<file path="config.mk">
export PLATFORM = sky130hd
export DESIGN_NAME = debounced_two_button_mode_selector
export DESIGN_NICKNAME = d
export VERILOG_FILES = /design/src/design/dms_pkg.sv /design/src/design/dms_debounce.sv /design/src/design/dms_mode_sel.sv /design/src/design/debounced_two_button_mode_selector.sv
export SDC_FILE = /design/constraint.sdc
export NUM_CORES = 1
export LEC_CHECK = 0
export ABC_AREA = 1
export BUFFER_PORTS_ARGS = -buffer_cell sky130_fd_sc_hd__buf_2
export CORE_ASPECT_RATIO = 1.5
export CORE_MARGIN = 4
export CORE_UTILIZATION = 38
export CTS_CLUSTER_SIZE = 20
export DETAILED_ROUTE_END_ITERATION = 8
export PLACE_DENSITY_LB_ADDON = 0.3
export SLEW_MARGIN = 20
export SYNTH_ARGS = -nofsm -noshare
export SYNTH_HDL_FRONTEND = slang
export SYNTH_HIERARCHICAL = 1
export SYNTH_SLANG_ARGS = --single-unit
export TNS_END_PERCENT = 100
</file>
<file path="constraint.sdc">
create_clock -name clk -period 5.29 [get_ports clk]
set_input_delay 0.529 -clock clk [delete_from_list [all_inputs] [get_ports clk]]
set_output_delay 0.529 -clock clk [all_outputs]
set_load 0.005 [all_outputs]
</file>
<file path="src/design/dms_pkg.sv">
// ----------------------------------------------------------------------------
// dms_pkg
// shared codes, widths and types of the two-button mode selector
// ----------------------------------------------------------------------------
package dms_pkg;

  localparam int TIME_BITS_DEFAULT = 16;
  localparam int NOW_W             = 16;
  localparam int DBNC_W            = 8;
  localparam int EVENT_W           = 2;
  localparam int MODE_W            = 2;
  localparam int LANES             = 2;

  localparam logic [DBNC_W-1:0] DBNC_INIT = 8'd10;

  localparam logic [EVENT_W-1:0] EV_NONE    = 2'd0;
  localparam logic [EVENT_W-1:0] EV_RISING  = 2'd1;
  localparam logic [EVENT_W-1:0] EV_FALLING = 2'd2;

  localparam logic [MODE_W-1:0] MODE_STRAIGHT = 2'd0;
  localparam logic [MODE_W-1:0] MODE_CROSS    = 2'd1;
  localparam logic [MODE_W-1:0] MODE_SUM      = 2'd2;

  // lane index of each button
  localparam int LANE_STRAIGHT = 0;
  localparam int LANE_CROSS    = 1;

  typedef logic [EVENT_W-1:0] event_t;

  typedef struct packed {
    event_t cross_event;
    event_t straight_event;
  } events_t;

  // packed so that the first field lands in the highest bits
  typedef struct packed {
    event_t              cross_event;
    event_t              straight_event;
    logic                ab_relay;
    logic                sum_relay;
    logic                cross_lamp;
    logic                straight_lamp;
    logic                mode_changed;
    logic [MODE_W-1:0]   mode;
  } result_t;

  localparam int RESULT_W = $bits(result_t);
  localparam int OUT_TDATA_W = ((RESULT_W + 7) / 8) * 8;
  localparam int IN_FIELDS_W = 2 + NOW_W;
  localparam int IN_TDATA_W  = ((IN_FIELDS_W + 7) / 8) * 8;

endpackage

</file>
<file path="src/design/dms_debounce.sv">
// ----------------------------------------------------------------------------
// dms_debounce
// one debounce lane: idle and wait phases with a wrapping start-time timer
// ----------------------------------------------------------------------------
module dms_debounce #(
  parameter int TIME_BITS = dms_pkg::TIME_BITS_DEFAULT
) (
  input  logic                        clk,
  input  logic                        rst,
  input  logic                        step,
  input  logic                        level,
  input  logic [TIME_BITS-1:0]        now,
  input  logic [dms_pkg::DBNC_W-1:0]  debounce_time,
  output dms_pkg::event_t             event_code
);

  logic                 level_q;
  logic                 waiting;
  logic [TIME_BITS-1:0] start;
  logic [TIME_BITS-1:0] elapsed;
  logic                 done;
  logic                 changed;

  assign elapsed = now - start;
  assign done    = elapsed >= TIME_BITS'(debounce_time);
  assign changed = level != level_q;

  always_comb begin
    event_code = dms_pkg::EV_NONE;
    if (waiting && done) begin
      event_code = level ? dms_pkg::EV_RISING : dms_pkg::EV_FALLING;
    end
  end

  always_ff @(posedge clk) begin
    if (rst) begin
      level_q <= 1'b0;
      waiting <= 1'b1;
      start   <= '0;
    end else if (step) begin
      level_q <= level;
      if (!waiting) begin
        if (changed) begin
          start   <= now;
          waiting <= 1'b1;
        end
      end else if (done) begin
        waiting <= 1'b0;
      end else if (changed) begin
        start <= now;
      end
    end
  end

endmodule

</file>
<file path="src/design/dms_mode_sel.sv">
// ----------------------------------------------------------------------------
// dms_mode_sel
// merges the lane events into the mode state, leds and relays
// ----------------------------------------------------------------------------
module dms_mode_sel (
  input  logic              clk,
  input  logic              rst,
  input  logic              step,
  input  dms_pkg::events_t  events,
  output dms_pkg::result_t  result
);

  logic [dms_pkg::MODE_W-1:0] mode;
  logic [dms_pkg::MODE_W-1:0] mode_next;
  logic                       ab_held;
  logic                       ab_held_next;
  logic                       s_rel;
  logic                       c_rel;

  assign s_rel = events.straight_event == dms_pkg::EV_FALLING;
  assign c_rel = events.cross_event == dms_pkg::EV_FALLING;

  always_comb begin
    mode_next = mode;
    if (s_rel && !c_rel) begin
      mode_next = (mode == dms_pkg::MODE_CROSS) ? dms_pkg::MODE_SUM : dms_pkg::MODE_CROSS;
    end else if (!s_rel && c_rel) begin
      mode_next = (mode == dms_pkg::MODE_CROSS || mode == dms_pkg::MODE_SUM)
                ? dms_pkg::MODE_STRAIGHT : dms_pkg::MODE_SUM;
    end
  end

  always_comb begin
    ab_held_next = ab_held;
    result       = '0;
    case (mode_next)
      dms_pkg::MODE_CROSS: begin
        result.cross_lamp = 1'b1;
        ab_held_next      = 1'b1;
      end
      dms_pkg::MODE_SUM: begin
        result.straight_lamp = 1'b1;
        result.cross_lamp    = 1'b1;
        result.sum_relay     = 1'b1;
      end
      default: begin
        result.straight_lamp = 1'b1;
        ab_held_next         = 1'b0;
      end
    endcase
    result.mode           = mode_next;
    result.mode_changed   = mode_next != mode;
    result.ab_relay       = ab_held_next;
    result.straight_event = events.straight_event;
    result.cross_event    = events.cross_event;
  end

  always_ff @(posedge clk) begin
    if (rst) begin
      mode    <= dms_pkg::MODE_STRAIGHT;
      ab_held <= 1'b0;
    end else if (step) begin
      mode    <= mode_next;
      ab_held <= ab_held_next;
    end
  end

endmodule

</file>
<file path="src/design/debounced_two_button_mode_selector.sv">
// ----------------------------------------------------------------------------
// debounced_two_button_mode_selector
// two debounced buttons stepping a straight / cross / sum mode selector
// ----------------------------------------------------------------------------
// Every request carries both raw button levels and a millisecond timestamp and
// yields exactly one result in the following cycle, held in an output register. A
// request is taken every clock while that register is empty or being drained,
// so the block sustains one request per cycle; the per-button debounce lanes
// and the mode merge are combinational ahead of that register. The debounce time
// register is written through the cfg channel, which is always ready, and
// resets to 10 ms.
module debounced_two_button_mode_selector #(
  parameter int TIME_BITS = dms_pkg::TIME_BITS_DEFAULT
) (
  input  logic                             clk,
  input  logic                             rst,
  input  logic                             cfg_valid,
  output logic                             cfg_ready,
  input  logic [dms_pkg::DBNC_W-1:0]       cfg_data,
  input  logic                             s_axis_tvalid,
  output logic                             s_axis_tready,
  // straight_level, cross_level, now_ms
  input  logic [dms_pkg::IN_TDATA_W-1:0]   s_axis_tdata,
  output logic                             m_axis_tvalid,
  input  logic                             m_axis_tready,
  // mode, mode_changed, straight lamp, cross lamp, sum_relay, ab_relay,
  // straight_event, cross_event
  output logic [dms_pkg::OUT_TDATA_W-1:0]  m_axis_tdata
);

  logic [dms_pkg::DBNC_W-1:0]  debounce_time;
  logic                        step;
  logic [31:0]                 now_wide;
  logic [TIME_BITS-1:0]        now;
  logic [dms_pkg::LANES-1:0]   levels;
  dms_pkg::event_t             lane_event [dms_pkg::LANES];
  dms_pkg::events_t            events;
  dms_pkg::result_t            result;
  dms_pkg::result_t            result_q;

  assign cfg_ready = 1'b1;

  always_ff @(posedge clk) begin
    if (rst) begin
      debounce_time <= dms_pkg::DBNC_INIT;
    end else if (cfg_valid) begin
      debounce_time <= cfg_data;
    end
  end

  assign s_axis_tready = !m_axis_tvalid || m_axis_tready;
  assign step          = s_axis_tvalid && s_axis_tready;
  assign levels        = s_axis_tdata[1:0];
  assign now_wide      = {16'b0, s_axis_tdata[dms_pkg::IN_FIELDS_W-1:2]};
  assign now           = now_wide[TIME_BITS-1:0];

  for (genvar i = 0; i < dms_pkg::LANES; i++) begin : g_lane
    dms_debounce #(
      .TIME_BITS (TIME_BITS)
    ) u_lane (
      .clk           (clk),
      .rst           (rst),
      .step          (step),
      .level         (levels[i]),
      .now           (now),
      .debounce_time (debounce_time),
      .event_code    (lane_event[i])
    );
  end

  assign events.straight_event = lane_event[dms_pkg::LANE_STRAIGHT];
  assign events.cross_event    = lane_event[dms_pkg::LANE_CROSS];

  dms_mode_sel u_mode_sel (
    .clk    (clk),
    .rst    (rst),
    .step   (step),
    .events (events),
    .result (result)
  );

  always_ff @(posedge clk) begin
    if (rst) begin
      m_axis_tvalid <= 1'b0;
    end else if (step) begin
      m_axis_tvalid <= 1'b1;
    end else if (m_axis_tready) begin
      m_axis_tvalid <= 1'b0;
    end
  end

  always_ff @(posedge clk) begin
    if (step) begin
      result_q <= result;
    end
  end

  assign m_axis_tdata = dms_pkg::OUT_TDATA_W'(result_q);

  a_mode_legal: assert property (@(posedge clk) disable iff (rst)
    m_axis_tvalid |-> result_q.mode != 2'd3)
    else $error("mode code three on output");

  a_change_one_release: assert property (@(posedge clk) disable iff (rst)
    (m_axis_tvalid && result_q.mode_changed) |->
      ((result_q.straight_event == dms_pkg::EV_FALLING) !=
       (result_q.cross_event == dms_pkg::EV_FALLING)))
    else $error("mode changed without a single release");

  a_sum_leds: assert property (@(posedge clk) disable iff (rst)
    (m_axis_tvalid && result_q.sum_relay) |->
      (result_q.straight_lamp && result_q.cross_lamp &&
       result_q.mode == dms_pkg::MODE_SUM))
    else $error("sum relay outside sum mode");

endmodule
</file>
==> reports/qor.csv, run 1 <==
stage,metric,value,unit
synthesis,postSynthAreaPerCell,6.28,um2
floorplan,design.die.area,0.0156,mm2
synthesis,ys.flop_type,dfxtp_1,
critical_path,crit_buf_inv,4,
critical_path,start_kind,register,
detailed_routing,dr_total_vias,4733,
power_and_ir_drop,powerDensity,267,mW/mm2
synthesis,ys_top_cells_by_count,"nand2_1 (233), inv_1 (188), nor2_1 (66)",
critical_path,max_stage_delay,0.34,ns
synthesis,synth_top_area_share,18.5,%
synthesis,yosys-top-cells-area,"dfxtp_1 (19%), nand2_1 (17%), inv_1 (14%), ha_1 (12%), edfxtp_1 (6.4%)",
critical_path,crit_required,5.55,ns
clocking,root_buffer,clkbuf_16,
global_route,grt_pass1_wl,20200,um
power_and_ir_drop,p_total,1530,uW
clocking,hold_buffers,0,
floorplan,die_h,151,um
synthesis,ys_async_sr_fraction,0,%
floorplan,ios,56,
timing,fmax,0.244,GHz
clocking,cts.repair.resized,0,
global_route,overflow,0,
final_layout,n_antenna_cell,0,
global_route,antenna_found_initial,0,
global_route,first_global_vias,4556,
worst_hold_path,hp-class,input port to register,
final_layout,final_cell_count_no_fill,1029,
final_layout,layout.nets,950,
timing,worst_pin_slew,0.674,ns
timing,min_period,4.09,ns
placed_design,globalplace.congestion,0.860,
floorplan,start_util,38.6,%
synthesis,syn-instance-count,827,
placed_design,dpl.cell_count,1013,
power_and_ir_drop,p_leak,0.00318,uW
floorplan,die_w,103,um
detailed_routing,ant_nets,0,
final_layout,nFillCells,1463,
final_layout,final_layout_size_suffix_gt1_share,11.4,%
placed_design,port-buffer-count,43,
synthesis,syn_area,0.00519,mm2
critical_path,cpLargestDelayFamily,simple AND/OR/NAND/NOR gates,
detailed_routing,wl_per_cell,11.4,um
timing,timing.final.ws_setup,1.20,ns
clocking,clock_path_buffers,2,
critical_path,path_class,register to register,
synthesis,synth-edff-count,11,
global_route,grt_max_degree,36,
run_status,status,"finished, final reports clean",
timing,setup_viol,0,
synthesis,synthDistinctLibCells,34,
synthesis,ys_ff_latch,59,
critical_path,path_common_cell,inv_1,
timing,finalHoldViolations,0,
critical_path,cpMaxStageDelayCell,dfxtp_1,
clocking,cts_setup_buffers,0,
critical_path,crit_path_end_kind,register,
timing,slew_violations,0,
clocking,worstSkewPairLatency,0.33,ns
detailed_routing,viasPerCell,4.60,
final_layout,area_growth,10.5,%
detailed_routing,drc,0,
synthesis,yosysMostFrequentCell,nand2_1,
clocking,cts_tree,yes,
critical_path,path_max_fanout,35,
synthesis,yosys_warnings,6,
timing,tns,0,ns
flow_run,max-cap-violations,0,
timing,rsz0062_at_grt,no,
floorplan,coreArea,0.0135,mm2
detailed_routing,drt_iter0_markers,182,
clocking,clock-sinks,59,
synthesis,ys_seq_area_share,24.9,%
timing,skew,0.00562,ns
detailed_routing,drtPass1Iterations,6,
clocking,htree_num_levels,3,
clocking,clk_pin_slew,0.05,ns
critical_path,arrival,4.35,ns
timing,finalCritPeriodShare,77.4,%
placed_design,dpl_worst_slack,0.861,ns
synthesis,synth_top_area_cell,dfxtp_1,
floorplan,rows,52,
power_and_ir_drop,peakVddDrop,0.000167,V
clocking,cts_made_buffers,9,
detailed_routing,wl,11700,um
global_route,grtUsageTotal,16.3,%
placed_design,place_hpwl,9190,um
timing,relSlewSlack,55.0,%
-- layer usage --
layer | vias to the layer above | global-route usage (%) | wire length, um | part of all wire [%]
li1 | 2576 | - | - | -
met1 | 2075 | 18.4 | 4940 | 42
met2 | 64 | 29.6 | 6090 | 52
met3 | 18 | 2.76 | 398 | 3.4
met4 | 0 | 6.68 | 287 | 2.5
met5 | - | 0 | 0 | 0
-- where the power goes --
group / internal (uW) / switching [uW] / leakage, uW
logic: 166 / 282 / 0.00254
clock network: 362 / 211 / 0.000139
registers: 492 / 17.5 / 0.000500
-- per-stage QoR --
stage               instance area (um2)  util (%)  hold WS (ns)
floorplan                          5210         -         0.451
global placement                   5440      40.4         0.459
detailed placement                 5440      40.4         0.470
CTS                                5740      42.6         0.400
global route                       5740      42.6         0.424
finish                             5740      42.6         0.411
-- layout by cell type, fill, tap and decap left out --
cell type,count
nor2_2,5
inv_6,1
ha_1,49
nor2_1,66
nand2_4,3
fa_1,2
nor2_4,1
nand3_4,1
clkinv_1,3
o21a_2,1
bufinv_16,1
nor3_2,2
o21ai_0,10
conb_1,6
clkbuf_16,9
inv_2,4
or2_1,2
a21oi_1,55
nand2_2,10
clkinvlp_4,2
nand3_1,61
nand4_1,5
edfxtp_1,11
nand2_1,233
buf_4,2
buf_2,43
xor2_1,8
clkinv_2,2
and2_1,4
nand3_2,4
o22ai_1,2
nor3_1,2
xnor2_1,6
a21oi_2,8
inv_1,188
dfxtp_1,48
o21a_1,1
nand3b_1,6
-- path summary, 6_finish.rpt --
check,start,end,slack (ns),depth (start not counted)
setup reg to reg,g_lane[0].u_lane/start[2]$_SDFFE_PP0P_,u_mode_sel/ab_held$_SDFFE_PP0P_,1.20,25
setup / recovery,g_lane[0].u_lane/start[2]$_SDFFE_PP0P_,u_mode_sel/ab_held$_SDFFE_PP0P_,1.20,25
hold / removal,cfg_data[3],debounce_time[3]$_SDFFE_PP1P_,0.41,3
hold reg to reg,g_lane[0].u_lane/start[8]$_SDFFE_PP0P_,g_lane[0].u_lane/start[8]$_SDFFE_PP0P_,0.48,2
-- cell type report --
type	instances	area, um2	area share, %
clock buffer	9	225	3.93
clock inverter	7	67.6	1.18
inverter	194	728	12.7
multi-input combinational	553	2990	52.1
sequential	59	1290	22.5
tap	162	203	3.53
timing repair buffer	45	230	4.01
-- tightest hold or removal path, stage by stage --
cell	delay [ns]
buf_2	0.07
nand2_1	0.04
nand3_1	0.06
-- state kept, by name, summed over array words and instances (netlist names) --
signal / cells
g_lane.u_lane/start: 32
m_axis_tdata: 11
debounce_time: 8
g_lane.u_lane/level_q: 2
g_lane.u_lane/waiting: 2
u_mode_sel/mode: 2
m_axis_tvalid: 1
u_mode_sel/ab_held: 1
-- logic make-up after synthesis --
group | share of synthesized area, %
compound gates | 8.07
xor+xnor | 2.36
buf+inv | 17.9
flops | 24.9
other cells | 0.145
simple gates | 34.0
fa+ha+maj | 12.6
Power figures use the tool's default switching activity.
==> run 2: changes to the inputs <==
- ABC_AREA: 1 -> 0
- clock period: 5.29 -> 3.81 ns (I/O delays scaled with it)
==> run 2 against run 1 <==
Largest power group unchanged. Die area up 1.8%. The flow now finishes with violations (negative setup slack). Critical path depth unchanged. Worst hold slack worse by 0.15 ns. Cell count down 8.1%.
==> reports/qor.csv, run 2 <==
stage,metric,value,unit
timing,finalHoldViolations,0,
clocking,root_buffer,clkbuf_16,
final_layout,layout_common_cells,"buf_4 (129), nand2b_1 (80), inv_1 (63)",
clocking,worstSkewPairLatency,0.33,ns
critical_path,start_kind,register,
clocking,cts_tree,yes,
placed_design,port-buffer-count,43,
timing,finalCritPeriodShare,126,%
flow_run,max-cap-violations,0,
final_layout,area_growth,34.3,%
detailed_routing,wl,14400,um
clocking,clock-sinks,59,
final_layout,regMostFlops,g_lane.u_lane/start,
run_status,violations,negative setup slack,
timing,setup_viol,10,
critical_path,rrSetupSlack,-0.97,ns
critical_path,crit_required,4.00,ns
final_layout,regArea,0.00129,mm2
detailed_routing,drtPass1Iterations,4,
timing,rsz0062_at_grt,yes,
timing,relSlewSlack,58.4,%
synthesis,ys_async_sr_fraction,0,%
power_and_ir_drop,peakVddDrop,0.000228,V
floorplan,design.die.area,0.0159,mm2
power_and_ir_drop,p_leak,0.00305,uW
power_and_ir_drop,p_total,2370,uW
timing,timing.final.ws_setup,-0.974,ns
synthesis,syn-instance-count,617,
global_route,antenna_found_initial,0,
timing,hold_slack,0.259,ns
synthesis,syn_area,0.00529,mm2
synthesis,postSynthAreaPerCell,8.57,um2
final_layout,layout.nets,867,
detailed_routing,ant_nets,0,
final_layout,final_layout_size_suffix_gt1_share,32.0,%
power_and_ir_drop,switching_share,30.2,%
global_route,grt_pass1_wl,22700,um
final_layout,n_antenna_cell,0,
floorplan,ios,56,
floorplan,start_util,38.9,%
power_and_ir_drop,pwr-share-clk,36.1,%
clocking,htree_num_levels,3,
floorplan,die_h,153,um
global_route,overflow,0,
global_route,first_global_vias,4963,
worst_hold_path,hold_depth,2,
critical_path,crit_path_end_kind,register,
power_and_ir_drop,p_sw,716,uW
detailed_routing,viasPerCell,5.19,
floorplan,coreArea,0.0136,mm2
synthesis,synthDistinctLibCells,78,
synthesis,yosys_warnings,6,
placed_design,dpl_worst_slack,-1.09,ns
timing,fmax,0.209,GHz
clocking,clk_pin_slew,0.06,ns
synthesis,ys.flop_type,dfxtp_1,
synthesis,ys_seq_area_share,24.4,%
timing,min_period,4.78,ns
critical_path,rr_worst_depth,25,
detailed_routing,drt_iter0_markers,173,
final_layout,nFillCells,1274,
timing,slew_violations,0,
timing,skew,0.00865,ns
synthesis,ys_ff_latch,59,
critical_path,path_max_fanout,5,
floorplan,rows,52,
synthesis,yosys-top-cells-area,"dfxtp_1 (18%), ha_1 (12%), nand2b_1 (9.5%), mux2i_1 (7.9%), edfxtp_1 (6.2%)",
placed_design,globalplace.congestion,0.935,
final_layout,fin_util,52.3,%
synthesis,synth_top_area_cell,dfxtp_1,
critical_path,cpMaxStageDelayCell,or3_4,
run_status,status,finished with violations,
final_layout,multi_input_area,0.00375,mm2
detailed_routing,wl_per_cell,15.2,um
global_route,grtUsageTotal,17.2,%
power_and_ir_drop,powerDensity,334,mW/mm2
critical_path,max_stage_delay,0.39,ns
power_and_ir_drop,combPwrFrac,34.6,%
critical_path,path_class,register to register,
critical_path,rr_startpoint,g_lane[1].u_lane/start[0]$_SDFFE_PP0P_,
worst_hold_path,hold-path-endpoint,debounce_time[1]$_SDFFE_PP1P_,
clocking,clock_path_buffers,2,
worst_hold_path,hp-class,input port to register,
final_layout,layout_commonest_cell,buf_4,
synthesis,synth-edff-count,11,
power_and_ir_drop,seqPwrFrac,29.4,%
power_and_ir_drop,internal-power,1660,uW
global_route,grt_max_degree,81,
critical_path,regToRegEndpoint,u_mode_sel/ab_held$_SDFFE_PP0P_,
final_layout,largest_reg_flops,32,
critical_path,arrival,4.97,ns
critical_path,path_common_cell,a21oi_2,
detailed_routing,dr_total_vias,4906,
synthesis,synth_top_area_share,18.2,%
placed_design,place_hpwl,11000,um
worst_hold_path,worstHoldStart,cfg_data[1],
synthesis,ys_top_cells_by_count,"nand2b_1 (80), inv_1 (65), ha_1 (49)",
clocking,cts_made_buffers,9,
floorplan,die_w,104,um
detailed_routing,drc,0,
timing,worst_pin_slew,0.624,ns
synthesis,yosysMostFrequentCell,nand2b_1,
run 2: worst max path at each step:
stage / from / to / slack [ns]
2_1_floorplan: s_axis_tdata[2] / m_axis_tdata[6]$_DFFE_PP_ / -0.48
3_3_place_gp: s_axis_tdata[2] / u_mode_sel/ab_held$_SDFFE_PP0P_ / -0.91
3_5_place_dp: s_axis_tdata[2] / u_mode_sel/ab_held$_SDFFE_PP0P_ / -1.09
4_1_cts: g_lane[1].u_lane/start[0]$_SDFFE_PP0P_ / u_mode_sel/ab_held$_SDFFE_PP0P_ / -0.85
5_1_grt: g_lane[1].u_lane/start[0]$_SDFFE_PP0P_ / u_mode_sel/ab_held$_SDFFE_PP0P_ / -1.18
6_report: g_lane[1].u_lane/start[0]$_SDFFE_PP0P_ / u_mode_sel/ab_held$_SDFFE_PP0P_ / -0.97
run 2: logic make-up after synthesis:
family,Yosys count,share of synthesized area (%)
compound gates,129,18.1
xor+xnor,17,2.96
fa+ha+maj,51,12.3
buf+inv,96,8.59
flops,59,24.4
mux,43,8.16
other cells,2,0.142
simple gates,220,25.3
run 2: through the flow:
stage,cells,instance area (um2),setup TNS [ns]
6_report,946,7110,-6.66
5_1_grt,946,7110,-8.56
4_1_cts,935,6920,-5.81
3_5_place_dp,909,6520,-10.47
3_3_place_gp,909,6520,-7.40
2_1_floorplan,621,5430,-1.53
run 2: critical path, delay by kind of cell, from the launching register on:
family / cells / cell delay, ns
AND/OR/NAND/NOR: 12 / 2.03
AO/OA/AOI/OAI: 7 / 1.18
flip-flops: 1 / 0.35
XOR/XNOR: 1 / 0.14
adder cells (fa/ha/maj): 4 / 0.77
multiplexers: 1 / 0.17
run 2: cell type report:
type / count / share of cell area (%)
Timing Repair Buffer: 178 / 18.3
Sequential cell: 59 / 18.2
Multi-Input combinational cell: 466 / 52.8
Inverter: 65 / 3.61
Tap cell: 162 / 2.85
Clock buffer: 9 / 3.17
Clock inverter: 7 / 1.16
run 2: power groups by stage:
stage	Clock, uW	Combinational, uW	Sequential (uW)
after detailed placement	0	746	709
after global routing	896	900	701
after global placement	0	726	707
final	855	820	697
after floorplan	0	464	706
after CTS	868	770	696
run 2: timing repair:
item | in CTS | in global routing
endpoints found under the setup margin | 10 | 42
gates cloned | 0 | 1
resized for setup | 5 | 19
hold buffers | 0 | 0
pin swaps | 6 | 11
setup buffers | 14 | 10
endpoints found under the hold margin | 0 | 0
run 2: per-layer routing:
layer	global-route usage (%)	part of all wire [%]	vias to the layer above
li1	-	-	2502
met1	19.0	41	2294
met2	31.7	53	75
met3	2.29	2.3	35
met4	9.06	4.2	0
met5	0	0	-
